$ cat config.mk
export PLATFORM = sky130hd
export DESIGN_NAME = pht_ctrl
export DESIGN_NICKNAME = d
export VERILOG_FILES = /design/src/design/pht_pkg.sv /design/src/design/pht_ctrl.sv
export SDC_FILE = /design/constraint.sdc
export NUM_CORES = 1
export LEC_CHECK = 0
export BUFFER_PORTS_ARGS = -buffer_cell sky130_fd_sc_hd__buf_4
export CAP_MARGIN = 30
export CORE_UTILIZATION = 35
export CTS_BUF_LIST = sky130_fd_sc_hd__clkbuf_2
export CTS_CLUSTER_DIAMETER = 200
export DETAILED_ROUTE_END_ITERATION = 7
export HOLD_SLACK_MARGIN = 0.03
export MAX_ROUTING_LAYER = met4
export PLACE_DENSITY = 0.69
export SYNTH_ARGS = -nofsm -noshare
export SYNTH_HDL_FRONTEND = slang
export SYNTH_SLANG_ARGS = --single-unit
$ cat constraint.sdc
create_clock -name clk -period 3.9 [get_ports clk]
set_clock_uncertainty 0.2 [all_clocks]
set_input_delay 0.78 -clock clk [delete_from_list [all_inputs] [get_ports clk]]
set_output_delay 0.78 -clock clk [all_outputs]
set_load 0.005 [all_outputs]
$ cat src/design/pht_pkg.sv
package pht_pkg;
	localparam int unsigned DEF_MAX_PIXELS   = 1048576;
	localparam int unsigned DEF_PEAK_RANGE   = 200;
	localparam int unsigned DEF_MAX_DISTANCE = 32;
	localparam int unsigned FIRST_DISTANCE   = 2;
	localparam int unsigned RATIO_LIMIT      = 65535;
	localparam int unsigned PIXEL_W          = 8;
	localparam int unsigned BINS             = 256;
	localparam int unsigned DIST_W           = 5;

	// controller to datapath
	typedef struct packed {
		logic clr_start;   // zero sweep address
		logic clr_write;   // write zero at sweep address
		logic pk1_start;   // begin first peak scan
		logic pk2_start;   // begin second peak scan for current distance
		logic val_start;   // begin valley scan
		logic rate;        // evaluate candidate ratio
		logic dist_next;   // step distance
		logic ana_init;    // clear best result, set distance to FIRST_DISTANCE
	} pht_cmd_t;

	// datapath to controller
	typedef struct packed {
		logic scan_done;
		logic clr_done;
		logic dist_last;
	} pht_sts_t;
endpackage

$ cat src/design/pht_ctrl.sv
module pht_ctrl (
	input  logic              clk,
	input  logic              arst_n,
	input  logic              in_take,
	input  logic              end_of_frame,
	input  logic              out_ready,
	input  logic              busy_pix,
	input  pht_pkg::pht_sts_t sts,
	output pht_pkg::pht_cmd_t cmd,
	output logic              accepting,
	output logic              res_valid
);
	import pht_pkg::*;

	localparam logic [3:0] S_CLR  = 4'd0;
	localparam logic [3:0] S_RUN  = 4'd1;
	localparam logic [3:0] S_PK1  = 4'd2;
	localparam logic [3:0] S_PK2  = 4'd3;
	localparam logic [3:0] S_VAL  = 4'd4;
	localparam logic [3:0] S_RATE = 4'd5;
	localparam logic [3:0] S_CMP  = 4'd6;
	localparam logic [3:0] S_OUT  = 4'd7;
	localparam logic [3:0] S_WAIT = 4'd8;
	localparam logic [3:0] S_W1   = 4'd9;
	localparam logic [3:0] S_W2   = 4'd10;
	localparam logic [3:0] S_W3   = 4'd11;

	logic [3:0] state_q, nxt;
	logic       first_q;

	always_comb begin
		cmd = '0;
		nxt = state_q;
		unique case (state_q)
			S_CLR: begin
				cmd.clr_write = 1'b1;
				if (sts.clr_done) nxt = S_RUN;
			end
			S_RUN: if (in_take && end_of_frame) nxt = S_WAIT;
			S_WAIT: if (!busy_pix) begin
				cmd.pk1_start = 1'b1; cmd.ana_init = 1'b1; nxt = S_W1;
			end
			S_W1: nxt = S_PK1;
			S_PK1: if (sts.scan_done) begin
				cmd.pk2_start = 1'b1; nxt = S_W2;
			end
			S_W2: nxt = S_PK2;
			S_PK2: if (sts.scan_done) begin
				cmd.val_start = 1'b1; nxt = S_W3;
			end
			S_W3: nxt = S_VAL;
			S_VAL: if (sts.scan_done) begin
				cmd.rate = 1'b1; nxt = S_RATE;
			end
			S_RATE: nxt = S_CMP;
			S_CMP: if (sts.dist_last) nxt = S_OUT;
			else begin
				cmd.dist_next = 1'b1; cmd.pk2_start = 1'b1; nxt = S_W2;
			end
			S_OUT: if (out_ready) begin
				cmd.clr_start = 1'b1; nxt = S_CLR;
			end
			default: nxt = S_CLR;
		endcase
	end

	always_ff @(posedge clk or negedge arst_n) begin
		if (!arst_n) begin
			state_q <= S_CLR; first_q <= 1'b1;
		end else begin
			state_q <= nxt; first_q <= 1'b0;
		end
	end

	assign accepting = state_q == S_RUN && !first_q;
	assign res_valid = state_q == S_OUT;
endmodule

== Word-level counts from Yosys, hierarchy flattened ==
Index checks and enable logic that the tools add are counted.

* Register bits after elaboration: 5
* Input port bits: 9

* Eq/ne operators: 18
* Multiplexer cells: 20
* Reductions and logical operators: 5

{| class="wikitable"
|+ Operators by type and width
! operator !! count
|-
| 4-bit case mux with 12 select lines || 1
|-
| 4-bit two-way mux || 8
|-
| 4-bit by 3-bit == test with 1-bit output (second input constant) || 4
|-
| 4-bit == test (second input constant) || 4
|-
| 2-bit != test (second input constant) || 7
|-
| 1-bit two-way mux || 10
|-
| 4-bit by 2-bit == test with 1-bit output (second input constant) || 2
|-
| 7-bit AND reduction || 1
|-
| 4-bit by 1-bit == test with 1-bit output (second input constant) || 1
|-
| 4-bit logical NOT || 1
|-
| 1-bit logical AND || 2
|-
| 1-bit case mux with 2 select lines || 1
|-
| 1-bit logical NOT || 1
|}

== Logic depth before layout (Yosys ltp) ==
Gate-level depths: netlist of run 1.

* Depth after elaboration: 3
* Depth in mapped cells: 5

== Least setup slack after synthesis of run 1 ==
OpenSTA, ideal clock, no wires.

* Kind: input port to output port
* From: in sts[0] (netlist bit)
* To: out cmd[1] (netlist bit)
* Arrival: 1.482 ns
* Required time: 2.920 ns
* Slack: 1.438 ns
* Stages on the path: 2
* Buffers on the path: 0
* Cell sequence: or3b_2 -> nor3b_1

{| class="wikitable"
|+ RTL lines
! what !! RTL line !! text
|-
| from (decl) || pht_ctrl.sv:8 || <nowiki>input pht_pkg::pht_sts_t sts,</nowiki>
|-
| to (decl) || pht_ctrl.sv:9 || <nowiki>output pht_pkg::pht_cmd_t cmd,</nowiki>
|}

==> key figures, run 1 <==
Route
  • Vias: 470
  • Detailed Route Iter0 Violations: 5
  • DRC Markers: 0
  • First-pass DRT Iterations: 3
  • Post-DRT Antenna Nets: 0
  • Final WL: 1.02 mm
  • Wire per inst: 11.8 um
  • Via-to-Cell Ratio: 5.47

Setup path
  • Reg2reg setup slack: 1.76 ns
  • CP startpoint kind: flip-flop
  • Crit Path Class: reg -> out
  • Worst r2r src: state_q[0]
  • R2R depth: 4
  • Setup crit end kind: output port
  • R2r endpoint: state_q[2]
  • Crit path max fanout: 20
  • WP data required: 2.92 ns
  • Crit path DAT: 1.72 ns

Timing
  • Slew margin rel.: 0.652
  • Final setup viols: 0
  • Tmin final: 2.70 ns
  • FMAX: 0.371 GHz
  • Setup TNS: 0 ns
  • Final critical-path share of the clock period: 0.691
  • Final hold violations: 0
  • Slew @ Worst Pin: 0.522 ns
  • Worst hold slack: 0.162 ns
  • Final max-slew violation count: 0
  • RSZ-0062 raised after global routing: no

Cells and area
  • Area growth from synthesis to layout: 27.2%
  • Most common cell after layout, fill and taps aside: buf_4
  • Fin cells: 86
  • Final Util: 0.477
  • Share of layout cells above drive strength 1: 0.352
  • Ant. Diodes: 0
  • Final #Nets: 81
  • Commonest non-fill, non-tap cells in the layout: buf_4, clkbuf_2, dfrtp_1
  • Design area: 621 um2

Clock network
  • CTS root buffer: clkbuf_2
  • Clock tree buffer depth: 2
  • Cts hold-fix bufs: 0
  • H-tree Lvls: 1
  • Setup Fix Bufs, Post-CTS: 0
  • Cts repair resizes: 0
  • Clock latency on the worst-skew pair: 0.20 ns
  • CTS sink cnt: 5
  • TritonCTS clock tree: built
  • Num CTS Buffers: 3
  • CTS clock-pin slew for the worst setup and hold paths: 0.05 ns

Floorplanning
  • Die area: 0.00155 mm2
  • Initial Utilization: 0.375
  • Die Wd: 39.3 um
  • IO Pins: 19
  • FP Rows: 13
  • Core area: 0.00130 mm2
  • Die Y: 39.3 um

Min path
  • Worst Hold Class: in -> async

Synthesis
  • Synthesis-stage register bit count: 5
  • Register area share after synthesis: 0.259
  • Top cells by area, synth: dfrtp_1, mux2_1, dfstp_2
  • Cell variety after synth: 33
  • Post-synthesis compound-gate area fraction: 0.141
  • Cell Area, Synth: 488 um2
  • Syn_nets: 65
  • Synthesized area per cell: 8.71 um2
  • Mux cell area share after synthesis: 0.110
  • Yosys warning count: 0
  • Main combinational cell family by area after synthesis: simple AND/OR/NAND/NOR gates
  • Post-Synth Adder-Cell Area: 0
  • Leading area contributor after synthesis: dfrtp_1
  • Post-Synth XOR/XNOR Area: 0.0179
  • Post-Syn Instances: 56
  • Simple-Gate Fraction of Synth Area: 0.372
  • Synth top area share: 0.205

Power and ir drop
  • Pleak: 0.000279 uW
  • Max VDD drop: 0.340 mV
  • Pwr per Cell Area: 637 mW/mm2

Placed design
  • Port bufs: 18
  • HPWL after DPL: 719 um
  • Dpl cells: 82
  • Placed instance area: 601 um2
  • GP Congestion: 0.768

Global route
  • First-pass GRT wire length: 1.63 mm
  • Pin count of the biggest net entering global routing: 21
  • GR Util All Layers: 0.155
  • Total congestion overflow: 0
  • Initial antenna violation count: 0
  • Vias in the first global route: 377

Run status
  • Outcome: finished clean

Run
  • Max-cap violation count: 0
[power breakdown]
part | leakage [uW] | total [uW] | internal [uW] | switching [uW]
Combinational | 0.000202 | 202 | 123 | 79.3
Sequential | 0.0000604 | 148 | 71.6 | 76.9
Clock | 0.0000166 | 45.1 | 27.1 | 18.0
Total | 0.000279 | 396 | 221 | 174
[synth_stat cells]
master	count
dfrtp_1	4
buf_2	3
mux2_1	3
nand4b_1	3
nor2_1	3
nor2b_1	3
o21ai_0	3
and3_1	2
and4_1	2
clkbuf_1	2
mux2i_1	2
nand2_1	2
nor3b_1	2
nor4_1	2
o32ai_1	2
a21boi_0	1
a21o_1	1
a21oi_1	1
and2_1	1
buf_4	1
buf_6	1
conb_1	1
dfstp_2	1
inv_1	1
nand2b_1	1
nand4_2	1
nor4b_1	1
nor4bb_1	1
o21a_1	1
o2bb2ai_1	1
or3b_2	1
or4_1	1
xor2_1	1
[metrics by stage]
step	setup WS [ns]	power, uW
global placement	1.22	347
floorplan	1.44	307
detailed placement	1.21	351
CTS	1.18	400
finish	1.20	396
global route	1.08	438
[worst max-delay path by stage]
stage / slack (ns) / to / cells after the start / startpoint
6_report: 1.20 / cmd[1] / 3 / state_q[1]
5_1_grt: 1.08 / cmd[1] / 3 / state_q[1]
4_1_cts: 1.18 / cmd[1] / 3 / state_q[1]
3_5_place_dp: 1.21 / cmd[1] / 4 / sts[0]
3_3_place_gp: 1.22 / cmd[1] / 4 / sts[0]
2_1_floorplan: 1.44 / cmd[1] / 2 / sts[0]
[flip-flops by register name, indices dropped and copies added (netlist names)]
| register | cells |
|---|---|
| first_q | 1 |
| state_q | 4 |
[cell type report]
cell class,count,area (um2)
Fill cell,133,681
Multi-Input combinational cell,43,317
Timing Repair Buffer,18,135
Sequential cell,5,126
Clock buffer,4,20.0
Tap cell,15,18.8
Inverter,1,3.75
[worst max-delay path: stages (launching register included)]
cell	delay [ns]
dfrtp_1	0.66
or3b_2	0.51
nor3b_1	0.20
buf_4	0.14
[per-layer routing]
layer | wire [um] | up-vias | global-route usage | share of wire
li1 | - | 238 | - | -
met1 | 442 | 221 | 0.206 | 0.43
met2 | 534 | 11 | 0.258 | 0.52
met3 | 43 | 0 | 0.0170 | 0.042
met4 | 0 | 0 | 0.0259 | 0
met5 | 0 | - | - | 0
[logic make-up after synthesis]
kind of cell / Yosys count
XOR/XNOR: 1
multiplexers: 5
flip-flops: 5
AND/OR/NAND/NOR: 26
AO/OA/AOI/OAI: 10
other: 1
buffers and inverters: 8
(Power assumes the default switching activity.)
==> run 2, diff against run 1 <==
Settings changed: ABC_AREA set to 1.
Clock period 3.9 ns to 2.8 ns, I/O delays scaled along.
==> key figures, run 2 <==
Clock network
  • H-tree Lvls: 1 (unchanged)
  • Cts repair resizes: 0 (unchanged)
  • CTS sink cnt: 5 (unchanged)
  • TritonCTS clock tree: built
  • Clock latency on the worst-skew pair: 0.21 ns (about the same)
  • CTS root buffer: clkbuf_2
  • Num CTS Buffers: 3 (unchanged)
  • Setup Fix Bufs, Post-CTS: 0 (unchanged)
  • Cts hold-fix bufs: 1 (+1)
  • Clock tree buffer depth: 2 (unchanged)
  • CTS clock-pin slew for the worst setup and hold paths: 0.06 ns (about the same)

Cells and area
  • Commonest non-fill, non-tap cells in the layout: nand2_1, buf_4, nor2_1, inv_1, nand3_1
  • Share of layout cells above drive strength 1: 0.327 (-0.0254)
  • Ant. Diodes: 0 (unchanged)
  • FILL cells: 121 (-9.0%)
  • Fin cells: 115 (+34%)
  • Most flop-heavy register: state_q
  • Most common cell after layout, fill and taps aside: nand2_1
  • Area growth from synthesis to layout: 37.5%
  • Design area: 642 um2 (+3.4%)
  • Final #Nets: 111 (+37%)
  • Largest regs: state_q (4), first_q (1)
  • Number of flip-flops in the largest register: 4 (unchanged)

Floorplanning
  • Die Y: 38.5 um (-2.1%)
  • Initial Utilization: 0.399 (+0.0235)
  • Die Wd: 38.5 um (-2.1%)
  • FP Rows: 12 (-1)
  • IO Pins: 19 (unchanged)
  • Core area: 0.00117 mm2 (-10%)
  • Die area: 0.00148 mm2 (-4.2%)

Synthesis
  • EDFF count, synth: 0 (unchanged)
  • Synthesis-stage register bit count: 5 (unchanged)
  • Most used flip-flop cell after synthesis: dfrtp_1
  • Most common cell in the netlist: nand2_1
  • Leading area contributor after synthesis: dfrtp_1
  • Main combinational cell family by area after synthesis: simple AND/OR/NAND/NOR gates
  • Synth top cells by count: nand2_1, nor2_1, inv_1, nand3_1
  • Syn_nets: 88 (+35%)
  • Register area share after synthesis: 0.271 (+0.0118)
  • Mux cell area share after synthesis: 0 (-0.110)
  • Post-Syn Instances: 79 (+41%)
  • Synthesized area per cell: 5.91 um2 (-32%)
  • Simple-Gate Fraction of Synth Area: 0.531 (+0.159)
  • Post-synthesis compound-gate area fraction: 0.0777 (-0.0633)
  • Cell Area, Synth: 467 um2 (-4.4%)
  • Synth top area share: 0.214 (+0.00935)
  • Async SR Flop Fraction: 1.00 (unchanged)
  • Post-Synth Adder-Cell Area: 0 (unchanged)
  • Cell variety after synth: 19 (-42%)
  • Top cells by area, synth: dfrtp_1, nand2_1, nor2_1
  • Post-Synth XOR/XNOR Area: 0 (-0.0179)
  • Yosys warning count: 0 (unchanged)

Setup path
  • CP peak stage delay: 0.42 ns (-0.24 ns)
  • Gate family responsible for the most delay along the worst path: flip-flops
  • Crit path DAT: 1.36 ns (-0.36 ns)
  • Worst path slowest cell: dfrtp_1
  • R2R depth: 7 (+3)
  • Crit path max fanout: 6 (-70%)
  • CP Cell Sequence: inv_1, nand2_1, nor2_1, nand2_1, o31ai_1, buf_4
  • Cell repeated most along the worst path: nand2_1
  • CP startpoint kind: flip-flop
  • CP Buf/Inv Count: 2 (+1)
  • Critical path depth: 6 (+3)
  • Setup crit end kind: output port
  • WP data required: 2.04 ns (-0.88 ns)
  • Crit Path Class: reg -> out

Route
  • DRC Markers: 0 (unchanged)
  • Wire per inst: 10.1 um (-14%)
  • Vias: 563 (+20%)
  • Via-to-Cell Ratio: 4.90 (-10%)
  • Detailed Route Iter0 Violations: 13 (+8)
  • Post-DRT Antenna Nets: 0 (unchanged)
  • First-pass DRT Iterations: 4 (+1)
  • Final WL: 1.17 mm (+15%)

Global route
  • Vias in the first global route: 460 (+22%)
  • GR Util All Layers: 0.189 (+0.0339)
  • Initial antenna violation count: 0 (unchanged)
  • First-pass GRT wire length: 1.88 mm (+15%)
  • Total congestion overflow: 0 (unchanged)
  • Pin count of the biggest net entering global routing: 8 (-62%)

Power and ir drop
  • Sw frac: 0.530 (+0.0893)
  • Pwr per Cell Area: 1040 mW/mm2 (+62%)
  • Internal power: 312 uW (+41%)
  • Seq pwr share: 0.232 (-0.143)
  • Pleak: 0.000376 uW (+35%)
  • Switching pwr: 352 uW (+100%)
  • Clk network pwr share: 0.100 (-0.014)
  • Max VDD drop: 0.470 mV (+38%)
  • Combinational group share of total power: 0.668 (+0.157)

Run
  • Max-cap violation count: 0 (unchanged)

Placed design
  • Port bufs: 18 (unchanged)
  • HPWL after DPL: 976 um (+36%)
  • Placed instance area: 612 um2 (+1.9%)
  • GP Congestion: 0.822 (+7.1%)
  • Dpl cells: 110 (+34%)

Min path
  • Worst Hold Depth: 2
  • Worst Hold Class: reg -> reg

Timing
  • FMAX: 0.472 GHz
  • Tmin final: 2.12 ns
  • Final setup viols: 0 (unchanged)
  • Final hold violations: 0 (unchanged)
  • RSZ-0062 raised after global routing: no
  • Final critical-path share of the clock period: 0.756
  • Setup TNS: 0 ns (unchanged)
  • Final max-slew violation count: 0 (unchanged)

Run status
  • Outcome: finished clean
run 2: cell types whose count changed in the layout (fill, tap and decap cells not counted), moves of 3 or more:
cell      delta
nand3_1      +9
nand4b_1     -3
nand2_2      +4
inv_1        +9
mux2_1       -3
nor2b_1      -3
nor3_1       +3
nand2_1     +21
nor2_1      +10
run 2: routing by layer:
layer,track usage,share of wire
met1,0.235,0.43
met2,0.313,0.51
met3,0.0349,0.068
met4,0.0517,0
met5,-,0
run 2: final timing paths:
path / slack [ns] / end / start
worst min register to register: 0.41 / state_q[2] / state_q[2]
worst min-delay path: 0.41 / state_q[2] / state_q[2]
min in group asynchronous: 0.48 / state_q[0] / arst_n
worst max register to register: 1.23 / state_q[1] / state_q[2]
worst max-delay path: 0.68 / cmd[4] / state_q[3]
max in group asynchronous: 1.72 / first_q / arst_n
run 2: cell families (layout without fill, tap and decap cells):
kind of cell	after synthesis	count (layout)
simple gates	55	55
buf+inv	13	35
compound gates	5	5
flops	5	5
other cells	1	1
run 2: metrics by stage:
step                      total power (uW)  utilization  setup slack [ns]  hold slack, ns
after floorplan                        469            -              1.10          0.0644
after global placement                 593        0.522             0.950           0.163
after detailed placement               597        0.522             0.909           0.165
after CTS                              668        0.548             0.665           0.410
after global routing                   741        0.548             0.487           0.454
final                                  664        0.548             0.683           0.410
run 2: worst min-delay path: stages, from the launching register on:
cell and delay (ns):
dfrtp_1 0.46, nand2_1 0.08, nand2_1 0.04
run 2: area by class of cell:
cell class | count | area (um2) | share of cell area
inverter | 12 | 45.0 | 0.0702
clock buffer | 4 | 20.0 | 0.0312
sequential | 5 | 126 | 0.197
multi-input combinational | 61 | 288 | 0.448
timing repair buffer | 19 | 145 | 0.226
tap | 14 | 17.5 | 0.0273
run 2: power groups by stage:
stage	combinational, uW	clock, uW	sequential (uW)
floorplan	327	0	142
global placement	439	0	154
detailed placement	442	0	154
CTS	446	69.2	153
global route	505	74.2	161
finish	444	66.7	154
==> run 3, diff against run 2 <==
Settings changed: PLACE_DENSITY 0.69 to 0.71.
Clock period 2.8 ns to 1.75 ns, I/O delays scaled along.
==> key figures, run 3 (same netlist as run 2, synthesis figures left out) <==
Timing
  • Final critical-path share of the clock period: 1.02
  • Final hold violations: 0 (unchanged)
  • Final WS setup: -0.0280 ns (-0.711 ns)
  • Final setup viols: 4 (+4)
  • Final max-slew violation count: 0 (unchanged)
  • Tmin final: 1.78 ns
  • FMAX: 0.562 GHz
  • RSZ-0062 raised after global routing: yes

Cells and area
  • Largest regs: state_q (4), first_q (1)
  • Final #Nets: 122 (+9.9%)
  • Share of layout cells above drive strength 1: 0.518 (+0.191)
  • Area growth from synthesis to layout: 64.1%
  • Most flop-heavy register: state_q
  • Commonest non-fill, non-tap cells in the layout: buf_4, nand2_1, nor2_1, nand3_1
  • Number of flip-flops in the largest register: 4 (unchanged)
  • Ant. Diodes: 0 (unchanged)
  • Fin cells: 126 (+9.6%)
  • Most common cell after layout, fill and taps aside: buf_4

Clock network
  • H-tree Lvls: 1 (unchanged)
  • Num CTS Buffers: 3 (unchanged)
  • CTS sink cnt: 5 (unchanged)
  • Clock latency on the worst-skew pair: 0.21 ns (about the same)
  • CTS clock-pin slew for the worst setup and hold paths: 0.06 ns (about the same)
  • CTS root buffer: clkbuf_2
  • TritonCTS clock tree: built
  • Clock tree buffer depth: 2 (unchanged)

Floorplanning
  • Die area: 0.00148 mm2 (unchanged)
  • Die Wd: 38.5 um (unchanged)
  • FP Rows: 12 (unchanged)
  • Core area: 0.00117 mm2 (unchanged)
  • Initial Utilization: 0.399 (unchanged)
  • Die Y: 38.5 um (unchanged)
  • IO Pins: 19 (unchanged)

Global route
  • Initial antenna violation count: 0 (unchanged)
  • Vias in the first global route: 495 (+7.6%)
  • First-pass GRT wire length: 2.02 mm (+7.7%)
  • Pin count of the biggest net entering global routing: 8 (unchanged)
  • GR Util All Layers: 0.200 (+0.0114)
  • Total congestion overflow: 0 (unchanged)

Setup path
  • Worst path slowest cell: dfrtp_1
  • Crit path DAT: 1.23 ns (-0.13 ns)
  • CP startpoint kind: flip-flop
  • CP peak stage delay: 0.42 ns (about the same)
  • WP data required: 1.20 ns (-0.84 ns)
  • Setup crit end kind: output port
  • CP Cell Sequence: inv_2, nand2_2, o31ai_2, buf_4
  • Crit path max fanout: 4 (-2)
  • R2R depth: 7 (unchanged)
  • Crit Path Class: reg -> out
  • Reg2reg setup slack: 0.21 ns (-1.02 ns)

Route
  • DRC Markers: 0 (unchanged)
  • Via-to-Cell Ratio: 4.80 (-1.9%)
  • Wire per inst: 11.4 um (+12%)
  • Detailed Route Iter0 Violations: 11 (-2)
  • Final WL: 1.43 mm (+23%)
  • Post-DRT Antenna Nets: 0 (unchanged)
  • Vias: 605 (+7.5%)
  • First-pass DRT Iterations: 4 (unchanged)

Run status
  • Failing checks: setup timing
  • Outcome: complete, but fails checks

Power and ir drop
  • Seq pwr share: 0.188 (-0.044)
  • Sw frac: 0.501 (-0.0294)
  • Design Power: 1360 uW (+100%)
  • Switching pwr: 680 uW (+93%)
  • Internal power: 678 uW (+120%)
  • Combinational group share of total power: 0.736 (+0.068)
  • Clk network pwr share: 0.076 (-0.024)
  • Pwr per Cell Area: 1770 mW/mm2 (+71%)
  • Max VDD drop: 0.818 mV (+74%)
  • Pleak: 0.000434 uW (+16%)

Run
  • Max-cap violation count: 0 (unchanged)

Placed design
  • Dpl cells: 112 (+1.8%)
  • Port bufs: 18 (unchanged)
  • Place WS: 0.0766 ns (-0.833 ns)
  • HPWL after DPL: 931 um (-4.7%)
  • GP Congestion: 0.884 (+7.5%)

Min path
  • Worst Hold Class: in -> reg
  • Worst Hold Depth: 3 (+1)
## run 3: cell type report
cell class	count	area [um2]
timing repair buffer	30	235
inverter	12	45.0
tap	14	17.5
sequential	5	130
clock buffer	4	20.0
multi-input combinational	61	318
fill	89	405
## run 3: layer usage
layer	part of all wire	vias to the layer above	track usage
met5	0	-	-
met4	0.015	0	0
met3	0.034	2	0.0698
met2	0.50	17	0.333
met1	0.45	272	0.251
li1	-	314	-
## run 3: repair_timing
action | in CTS | in global routing
endpoints found under the hold margin | 5 | 0
hold buffers | 1 | 0
endpoints found under the setup margin | 8 | 9
resized for setup | 11 | 6
pin swaps | 3 | 2
buffers inserted | 6 | 3
## run 3: path summary, 6_finish.rpt
check / from / endpoint
max in group asynchronous: arst_n / first_q
max: state_q[3] / cmd[4]
min: busy_pix / state_q[3]
max reg2reg: state_q[2] / state_q[0]
min in group asynchronous: arst_n / state_q[2]
min reg2reg: state_q[1] / state_q[1]
## run 3: worst max-delay path: cells and delay by family (launching register included)
kind,cells,cell delay [ns]
AOI/OAI and AO/OA,1,0.22
buffers and inverters,2,0.27
and+or+nand+nor,1,0.11
DFF,1,0.42
## run 3: per-stage QoR
| stage | area [um2] | hold slack (ns) | setup TNS [ns] | util |
|---|---|---|---|---|
| after floorplan | 467 | -0.146 | 0 | - |
| after global placement | 627 | -0.0478 | 0 | 0.535 |
| after detailed placement | 627 | -0.0472 | 0 | 0.535 |
| after CTS | 728 | 0.228 | -0.0530 | 0.622 |
| after global routing | 766 | 0.269 | -0.623 | 0.654 |
| final | 766 | 0.253 | -0.0559 | 0.654 |
## run 3: power groups by stage
stage               combinational, uW  clock [uW]  sequential, uW
CTS                               894         111             243
detailed placement                755           0             239
global route                     1090         115             265
floorplan                         524           0             227
global placement                  758           0             237
finish                            999         104             255
